==> src/hdl/indexed_list_insert_delete_assert.svh <==
// ----------------------------------------------------------------------------
// indexed_list_insert_delete_assert.svh
// Assertion macros shared by the list block: clocked on clk, quiet in reset.
// ----------------------------------------------------------------------------
`ifndef INDEXED_LIST_INSERT_DELETE_ASSERT_SVH
`define INDEXED_LIST_INSERT_DELETE_ASSERT_SVH

// Consequent checked in the same cycle as the antecedent.
`define ILD_ASSERT_SAME(label, ante, cons, msg) \
	label: assert property (@(posedge clk) disable iff (!arst_n) (ante) |-> (cons)) \
		else $error(msg);

// Consequent checked in the cycle after the antecedent.
`define ILD_ASSERT_NEXT(label, ante, cons, msg) \
	label: assert property (@(posedge clk) disable iff (!arst_n) (ante) |=> (cons)) \
		else $error(msg);

`endif

==> src/hdl/ild_pkg.sv <==
// ----------------------------------------------------------------------------
// ild_pkg
// Types, codes and sizes shared by the indexed list controller and datapath.
// ----------------------------------------------------------------------------
`default_nettype none

package ild_pkg;

	localparam int CAPACITY = 64;
	localparam int AW       = $clog2(CAPACITY);
	localparam int CNT_W    = 7;
	localparam int DATA_W   = 32;

	localparam logic [CNT_W-1:0]  CAP_CNT = CNT_W'(CAPACITY);
	localparam logic [DATA_W-1:0] NEG_ONE = {DATA_W{1'b1}};

	// request kinds
	localparam logic [2:0] REQ_READ      = 3'd0;
	localparam logic [2:0] REQ_INS_FRONT = 3'd1;
	localparam logic [2:0] REQ_INS_BACK  = 3'd2;
	localparam logic [2:0] REQ_INS_AT    = 3'd3;
	localparam logic [2:0] REQ_DELETE    = 3'd4;

	// result status codes
	localparam logic [1:0] ST_DONE   = 2'd0;
	localparam logic [1:0] ST_BADPOS = 2'd1;
	localparam logic [1:0] ST_FULL   = 2'd2;

	typedef enum logic [1:0] {
		OP_NONE,
		OP_READ,
		OP_INS,
		OP_DEL
	} op_t;

	// decoded request, datapath to controller
	typedef struct packed {
		op_t  op;
		logic has_moves;
		logic last_src;
	} dp_status_t;

	// controller to datapath
	typedef struct packed {
		logic accept;
		logic rd_pos;
		logic shift_rd;
		logic put;
		logic cnt_inc;
		logic cnt_dec;
		logic cap_read;
		logic load_out;
	} dp_cmd_t;

endpackage

`default_nettype wire

==> src/hdl/ild_dp.sv <==
// ----------------------------------------------------------------------------
// ild_dp
// Datapath: entry memory, fill count, request decode, shift pointers and
// result registers.
// ----------------------------------------------------------------------------
`default_nettype none

module ild_dp import ild_pkg::*; (
	input  logic                     clk,
	input  logic                     arst_n,
	input  logic [2:0]               req_type,
	input  logic [CNT_W-1:0]         position,
	input  logic signed [DATA_W-1:0] value,
	input  dp_cmd_t                  cmd,
	output dp_status_t               sts,
	output logic signed [DATA_W-1:0] read_value,
	output logic [1:0]               status,
	output logic [CNT_W-1:0]         entry_count
);

	logic [DATA_W-1:0] entry_mem [CAPACITY];
	logic [DATA_W-1:0] rdata_q;

	logic [CNT_W-1:0]  count_q;
	logic [DATA_W-1:0] val_q;
	logic [DATA_W-1:0] rd_q;
	logic [1:0]        st_q;
	logic [AW-1:0]     put_q;
	logic [AW-1:0]     src_q;
	logic [AW-1:0]     last_q;
	logic [AW-1:0]     dst_q;
	logic              down_q;
	logic              pend_q;

	// decode results
	op_t               d_op;
	logic [1:0]        d_st;
	logic [DATA_W-1:0] d_rd;
	logic [CNT_W-1:0]  ins_pos;
	logic [CNT_W-1:0]  pos_inc;
	logic              in_range;
	logic              le_count;
	logic              full;

	logic              rd_en;
	logic [AW-1:0]     raddr;
	logic              we;
	logic [AW-1:0]     waddr;
	logic [DATA_W-1:0] wdata;

	assign in_range = position < count_q;
	assign le_count = position <= count_q;
	assign full     = count_q == CAP_CNT;
	assign pos_inc  = position + CNT_W'(1);

	always_comb begin
		d_op    = OP_NONE;
		d_st    = ST_DONE;
		d_rd    = '0;
		ins_pos = position;
		case (req_type)
			REQ_READ: begin
				if (in_range) begin
					d_op = OP_READ;
				end else begin
					d_st = ST_BADPOS;
					d_rd = NEG_ONE;
				end
			end
			REQ_INS_FRONT: begin
				ins_pos = '0;
				if (full) d_st = ST_FULL;
				else      d_op = OP_INS;
			end
			REQ_INS_BACK: begin
				ins_pos = count_q;
				if (full) d_st = ST_FULL;
				else      d_op = OP_INS;
			end
			REQ_INS_AT: begin
				if (!le_count) begin
					d_st = ST_BADPOS;
					d_rd = NEG_ONE;
				end else if (full) begin
					d_st = ST_FULL;
				end else begin
					d_op = OP_INS;
				end
			end
			REQ_DELETE: begin
				if (in_range) begin
					d_op = OP_DEL;
				end else begin
					d_st = ST_BADPOS;
					d_rd = NEG_ONE;
				end
			end
			default: begin
				d_st = ST_BADPOS;
			end
		endcase
	end

	assign sts.op        = d_op;
	assign sts.has_moves = (d_op == OP_INS) ? (ins_pos < count_q) : (pos_inc < count_q);
	assign sts.last_src  = src_q == last_q;

	// request registers, taken at accept; shift pointers step on shift_rd, rd_q takes read data on cap_read
	always_ff @(posedge clk) begin
		if (cmd.accept) begin
			val_q  <= value;
			rd_q   <= d_rd;
			st_q   <= d_st;
			put_q  <= ins_pos[AW-1:0];
			down_q <= d_op == OP_INS;
			if (d_op == OP_INS) begin
				src_q  <= AW'(count_q - CNT_W'(1));
				last_q <= ins_pos[AW-1:0];
			end else begin
				src_q  <= pos_inc[AW-1:0];
				last_q <= AW'(count_q - CNT_W'(1));
			end
		end else begin
			if (cmd.shift_rd) begin
				src_q <= down_q ? src_q - AW'(1) : src_q + AW'(1);
				dst_q <= down_q ? src_q + AW'(1) : src_q - AW'(1);
			end
			if (cmd.cap_read) rd_q <= rdata_q;
		end
	end

	always_ff @(posedge clk or negedge arst_n) begin
		if (!arst_n) begin
			pend_q  <= 1'b0;
			count_q <= '0;
		end else begin
			pend_q <= cmd.shift_rd;
			if (cmd.cnt_inc)      count_q <= count_q + CNT_W'(1);
			else if (cmd.cnt_dec) count_q <= count_q - CNT_W'(1);
		end
	end

	// single read port, single write port
	assign rd_en = cmd.rd_pos | cmd.shift_rd;
	assign raddr = cmd.shift_rd ? src_q : position[AW-1:0];
	assign we    = pend_q | cmd.put;
	assign waddr = pend_q ? dst_q : put_q;
	assign wdata = pend_q ? rdata_q : val_q;

	always_ff @(posedge clk) begin
		if (rd_en) rdata_q <= entry_mem[raddr];
	end

	always_ff @(posedge clk) begin
		if (we) entry_mem[waddr] <= wdata;
	end

	// result register, held until the next load
	always_ff @(posedge clk) begin
		if (cmd.load_out) begin
			read_value  <= rd_q;
			status      <= st_q;
			entry_count <= count_q;
		end
	end

endmodule

`default_nettype wire

==> src/hdl/ild_ctrl.sv <==
// ----------------------------------------------------------------------------
// ild_ctrl
// Controller: sequences one request through read, shift, put and result.
// ----------------------------------------------------------------------------
`default_nettype none

module ild_ctrl import ild_pkg::*; (
	input  logic       clk,
	input  logic       arst_n,
	input  logic       in_valid,
	output logic       in_ready,
	output logic       out_valid,
	input  logic       out_ready,
	input  dp_status_t sts,
	output dp_cmd_t    cmd
);

	localparam logic [2:0] S_IDLE  = 3'd0;
	localparam logic [2:0] S_RCAP  = 3'd1;
	localparam logic [2:0] S_SHIFT = 3'd2;
	localparam logic [2:0] S_DRAIN = 3'd3;
	localparam logic [2:0] S_PUT   = 3'd4;
	localparam logic [2:0] S_DONE  = 3'd5;

	logic [2:0] state_q;
	logic [2:0] state_d;
	logic       ins_q;
	logic       ins_d;
	logic       out_valid_q;

	always_comb begin
		state_d = state_q;
		ins_d   = ins_q;
		cmd     = '0;
		case (state_q)
			S_IDLE: begin
				if (in_valid) begin
					cmd.accept = 1'b1;
					case (sts.op)
						OP_READ: begin
							cmd.rd_pos = 1'b1;
							state_d    = S_RCAP;
						end
						OP_INS: begin
							ins_d   = 1'b1;
							state_d = sts.has_moves ? S_SHIFT : S_PUT;
						end
						OP_DEL: begin
							ins_d = 1'b0;
							if (sts.has_moves) begin
								state_d = S_SHIFT;
							end else begin
								cmd.cnt_dec = 1'b1;
								state_d     = S_DONE;
							end
						end
						default: state_d = S_DONE;
					endcase
				end
			end
			S_RCAP: begin
				cmd.cap_read = 1'b1;
				state_d      = S_DONE;
			end
			S_SHIFT: begin
				// one entry moves per cycle; each write takes its entry from the registered read data
				cmd.shift_rd = 1'b1;
				if (sts.last_src) state_d = S_DRAIN;
			end
			S_DRAIN: begin
				if (ins_q) begin
					state_d = S_PUT;
				end else begin
					cmd.cnt_dec = 1'b1;
					state_d     = S_DONE;
				end
			end
			S_PUT: begin
				cmd.put     = 1'b1;
				cmd.cnt_inc = 1'b1;
				state_d     = S_DONE;
			end
			S_DONE: begin
				// hold until the result register is free
				if (!out_valid_q || out_ready) begin
					cmd.load_out = 1'b1;
					state_d      = S_IDLE;
				end
			end
			default: state_d = S_IDLE;
		endcase
	end

	always_ff @(posedge clk or negedge arst_n) begin
		if (!arst_n) begin
			state_q     <= S_IDLE;
			ins_q       <= 1'b0;
			out_valid_q <= 1'b0;
		end else begin
			state_q     <= state_d;
			ins_q       <= ins_d;
			out_valid_q <= cmd.load_out | (out_valid_q & ~out_ready);
		end
	end

	assign in_ready  = state_q == S_IDLE;
	assign out_valid = out_valid_q;

endmodule

`default_nettype wire

==> src/hdl/indexed_list_insert_delete.sv <==
// ----------------------------------------------------------------------------
// indexed_list_insert_delete
// Ordered list of up to 64 signed 32-bit entries with read, insert and
// delete by position; one result per request.
// ----------------------------------------------------------------------------
// Requests are taken one at a time. The entries live in a memory with one
// read port and one write port, so the later entries that shift are moved
// one at a time, each read and then written one place over. A read passes
// through a capture state; an insert shifts and drains when entries move,
// then puts the new entry; a delete shifts and drains, or goes straight to
// the result when the last entry is deleted; a refused or invalid request
// goes straight to the result. A new request is taken the cycle after the
// result is loaded, even while that result waits on out_ready. The entry
// memory is not cleared after reset; only the fill count is.
// ----------------------------------------------------------------------------
`default_nettype none
`include "indexed_list_insert_delete_assert.svh"

module indexed_list_insert_delete import ild_pkg::*; (
	input  logic                     clk,
	input  logic                     arst_n,
	input  logic                     in_valid,
	output logic                     in_ready,
	input  logic [2:0]               req_type,
	input  logic [CNT_W-1:0]         position,
	input  logic signed [DATA_W-1:0] value,
	output logic                     out_valid,
	input  logic                     out_ready,
	output logic signed [DATA_W-1:0] read_value,
	output logic [1:0]               status,
	output logic [CNT_W-1:0]         entry_count
);

	dp_status_t sts;
	dp_cmd_t    cmd;

	ild_ctrl u_ctrl (
		.clk       (clk),
		.arst_n    (arst_n),
		.in_valid  (in_valid),
		.in_ready  (in_ready),
		.out_valid (out_valid),
		.out_ready (out_ready),
		.sts       (sts),
		.cmd       (cmd)
	);

	ild_dp u_dp (
		.clk         (clk),
		.arst_n      (arst_n),
		.req_type    (req_type),
		.position    (position),
		.value       (value),
		.cmd         (cmd),
		.sts         (sts),
		.read_value  (read_value),
		.status      (status),
		.entry_count (entry_count)
	);

	`ILD_ASSERT_NEXT(a_one_request, in_valid && in_ready, !in_ready, "request overlap")
	`ILD_ASSERT_SAME(a_full_count, out_valid && status == ST_FULL, entry_count == CAP_CNT,
		"full status with room left")
	`ILD_ASSERT_SAME(a_fail_value, out_valid && status != ST_DONE,
		read_value == NEG_ONE || read_value == '0, "bad value on failed request")

endmodule

`default_nettype wire
==> config.mk <==
export PLATFORM = sky130hd
export DESIGN_NAME = indexed_list_insert_delete
export DESIGN_NICKNAME = d
export VERILOG_FILES = /design/src/hdl/ild_pkg.sv /design/src/hdl/ild_dp.sv /design/src/hdl/ild_ctrl.sv /design/src/hdl/indexed_list_insert_delete.sv
export VERILOG_INCLUDE_DIRS = /design/src /design/src/hdl
export SDC_FILE = /design/constraint.sdc
export NUM_CORES = 2
export LEC_CHECK = 0
export ABC_AREA = 1
export BUFFER_PORTS_ARGS = -buffer_cell sky130_fd_sc_hd__clkbuf_2
export CORE_AREA = 10 10 513 415
export CTS_CLUSTER_DIAMETER = 80
export DETAILED_ROUTE_END_ITERATION = 12
export DIE_AREA = 0 0 523 425
export GPL_TIMING_DRIVEN = 0
export SYNTH_ARGS = -nofsm -noshare
export SYNTH_HDL_FRONTEND = slang
export SYNTH_SLANG_ARGS = --single-unit
export TNS_END_PERCENT = 30
==> constraint.sdc <==
create_clock -name clk -period 10 [get_ports clk]
set_input_delay 2 -clock clk [delete_from_list [all_inputs] [get_ports clk]]
set_output_delay 2 -clock clk [all_outputs]
set_load 0.005 [all_outputs]
==> summary.md <==
| Metric | Value |
|---|---|
| Setup Skew | a little under 60 ps |
| Most common cell in the netlist | nand2_1 |
| Routed wire length | ~370000 um |
| Fmax | about 190 MHz |
| Synthesis-stage register bit count | approximately 2200 |
| Non-filler cells, final | 11460 |
| Global Route Usage Sum | 0.3227 |
| Slew Limit Fails | 18 |
| R2R Path Start | u_ctrl.state_q[2] |
| Min-delay src | u_dp.rd_q[26] |
| CP max FO | 10 |
| R2R depth | 10 |
| Critical path class | in -> reg |
| DP Wirelength | ~260000 um |
| DR pass1 iterations | 9 |
| Hold endpoint | u_dp.read_value[26] |
| CP arrival | between 6000 and 7000 ps |
| IO Port Bufs | just under 90 |
| Post-synth top area share | 0.7178 |
| CTS resizes | 0 |
| Starting Density | 0.4572 |
| Layout fillers | around 17000 |
| Power density over the cells | around 260 nW/um^2 |
| Clk buf depth | 3 |
| Initial antenna violation count | 29 |
| Most common flop cell mapped by yosys | edfxtp_1 |
| Fin area | approximately 110000 um^2 |
| Crit end category | flop |
| Placer Congestion | 1.022 |
| Synth Net Count | 8165 |
| Status | finished with violations |
| FF-to-FF End | u_dp.rdata_q[17] |
| Core area | 202400 um^2 |
| Layout Utilization | 0.5328 |
| CTS Root Cell | clkbuf_16 |
| DR iter-0 viols | 13770 |
| RSZ-0062 raised after global routing | no |
| Count of cell types in the netlist | 34 |
| Cells after Synth | around 8000 |
| First-pass GRT wire length | ~500000 um |
| Leak | a little over 40 nW |
| Clock Latency Late Sink | a little under 900 ps |
| CTS sink count | about 2200 |
| Minimum clock period | around 5300 ps |
| Vias in the first global route | 61620 |
| Worst hold path depth | 0 |
| Worst VDD drop | about 0.2 mV |
| Post-route ant nets | 0 |
| Horiz. Die Dim | 523 um |
| Setup Viol. Count Final | 0 |
| CP required | between 10000 and 15000 ps |
| Register area share after synthesis | 0.7213 |
| Synth-to-Final Area Change | 16.53% |
| Row Count | approximately 150 |
| DR vias/cell | between 5 and 6 |
| Fin crit share | 0.5329 |
| Number of synthesized flops with an enable pin | between 2000 and 2500 |
| Share of cells above drive strength 1 | 0.1214 |
| Yosys warning total | 0 |
| Detailed-route wire length per cell | roughly 32 um |
| Dominant cells by area after synthesis | edfxtp_1 72%, nand2_1 13%, nand3_1 5.4% |
| Layout Nets | about 8600 |
| # IOs | 89 |
| Crit start category | input pin |
| Chip height | about 430 um |
| Setup Buffers After CTS | 0 |
| DR DRC count | 0 |
| Largest net degree at the start of global routing | 39 |
| Area leader, netlist | edfxtp_1 |
| Slew HR | -0.1213 |
| H-tree depth | 4 |
| Hold Vio Cnt, Final | 0 |
| Total via count in the routed design | just under 70000 |
| Placed insts | around 11000 |
| Top cells by count, synth | 3300 x nand2_1, 2212 x edfxtp_1, 998 x nand3_1, 416 x inv_1, 311 x buf_2 |
| DP Area | approximately 100000 um^2 |
| Register-to-register setup slack | around 5200 ps |
| Hold/Removal Path Class | reg -> reg |
| Die area | roughly 220000 um^2 |
| Reg clk slew, reported paths | 70 ps |
| Post-CTS Hold Fix Bufs | 0 |
| TritonCTS buffer count | 211 |
| Post-synthesis area per instance | about 11 um^2 |
| Async SR Flop Fraction | 0.005843 |
| Mapped cell area | 92540 um^2 |
| Total grt overflow | 0 |
| CTS tree | yes |
| Setup TNS | 0 ps |
| MaxCap Viol Count | 2 |
| Slew @ Worst Pin | between 1500 and 2000 ps |
| Failing checks | max-capacitance violations, max-slew violations |
[critical path, cell delays in order]
cell	delay, ps
clkbuf_2	210
nand2_1	130
o21ai_1	220
inv_1	130
buf_2	590
buf_1	1190
nand3_1	470
nand3_1	360
nand3_1	410
nand2_1	290
[per-stage QoR]
step,setup WS [ps],power [W],hold slack [ps]
after global placement,-2443,0.01947,408.2
final,4671,0.02798,421.1
after CTS,5105,0.02753,419.9
after global routing,4921,0.02852,425.1
after floorplan,4135,0.01557,400.3
after detailed placement,4184,0.01977,405.7
[layout make-up]
cell class	instances	area (um^2)	area share
flip-flops and latches	2225	66750	0.6190
multi-input cells	4984	22530	0.2089
clock buffers	265	5525	0.05124
repair buffers	268	4377	0.04059
well taps	2700	3378	0.03133
plain buffers	461	2535	0.02351
inverters	424	1594	0.01478
clock inverters	127	1129	0.01047
diodes	8	20.02	0.0001856
[power breakdown]
group / switching [W] / leakage, nW / internal [W]
Combinational: 0.00644 / 17.8 / 0.00194
Clock: 0.00363 / 3.22 / 0.00431
Sequential: 0.000133 / 20.1 / 0.0115
Total: 0.0102 / 41.2 / 0.0178
[logic make-up after synthesis]
group | after synthesis | share of synthesized area
DFF | 2225 | 0.7213
muxes | 3 | 0.0003245
adders and majority gates | 25 | 0.003380
AOI/OAI and AO/OA | 461 | 0.03231
and+or+nand+nor | 4468 | 0.1955
buffers and inverters | 885 | 0.04459
xor gates and xnor gates | 27 | 0.002555
[cells in the final DEF (no fill, tap or decap), types with 21 or more instances in the layout]
cell type,Yosys,routed
buf_12,0,134
inv_1,416,416
o21ai_4,1,33
nor2_4,0,64
clkbuf_16,0,213
clkinv_1,2,60
clkinv_2,0,32
clkbuf_2,0,90
o211ai_1,262,262
o21ai_0,162,130
nand3_1,998,998
edfxtp_1,2212,2212
buf_4,52,52
buf_16,0,45
nand2_1,3300,3299
buf_6,29,29
ha_1,25,25
clkbuf_1,43,93
buf_2,311,311
xor2_1,21,21
nor2_1,142,78
buf_1,26,26
[registers in the layout (all words and copies together) (netlist names)]
signal            count
u_dp.entry_mem     2048
u_dp.put_q            6
u_dp.last_q           6
u_dp.val_q           32
u_dp.rdata_q         32
u_dp.st_q             2
u_dp.dst_q            6
u_ctrl.state_q        3
u_dp.read_value      32
u_dp.pend_q           1
u_dp.status           2
u_dp.count_q          7
u_dp.entry_count      7
u_dp.src_q            6
u_ctrl.ins_q          1
u_dp.down_q           1
u_dp.rd_q            32
u_ctrl.out_valid      1
[worst max path at each step]
stage	slack, ps	end	startpoint	depth (start not counted)
2_1_floorplan	4140	u_dp.rdata_q[0]	position[6]	9
3_3_place_gp	-2440	u_dp.entry_mem[22][18]	u_dp.pend_q	4
3_5_place_dp	4180	u_dp.rdata_q[18]	position[3]	10
4_1_cts	5110	u_dp.rdata_q[18]	position[3]	10
5_1_grt	4920	u_dp.rdata_q[18]	position[3]	10
6_report	4670	u_dp.rdata_q[18]	position[3]	10
[routing by layer]
| layer | GRT usage | up-vias | routed length, um |
|---|---|---|---|
| li1 | - | 28760 | - |
| met1 | 0.4533 | 33300 | 137900 |
| met2 | 0.4416 | 5440 | 147300 |
| met3 | 0.1208 | 888 | 62040 |
| met4 | 0.1502 | 4 | 21690 |
| met5 | 0 | - | 47 |
Power figures use the tool's default switching activity.
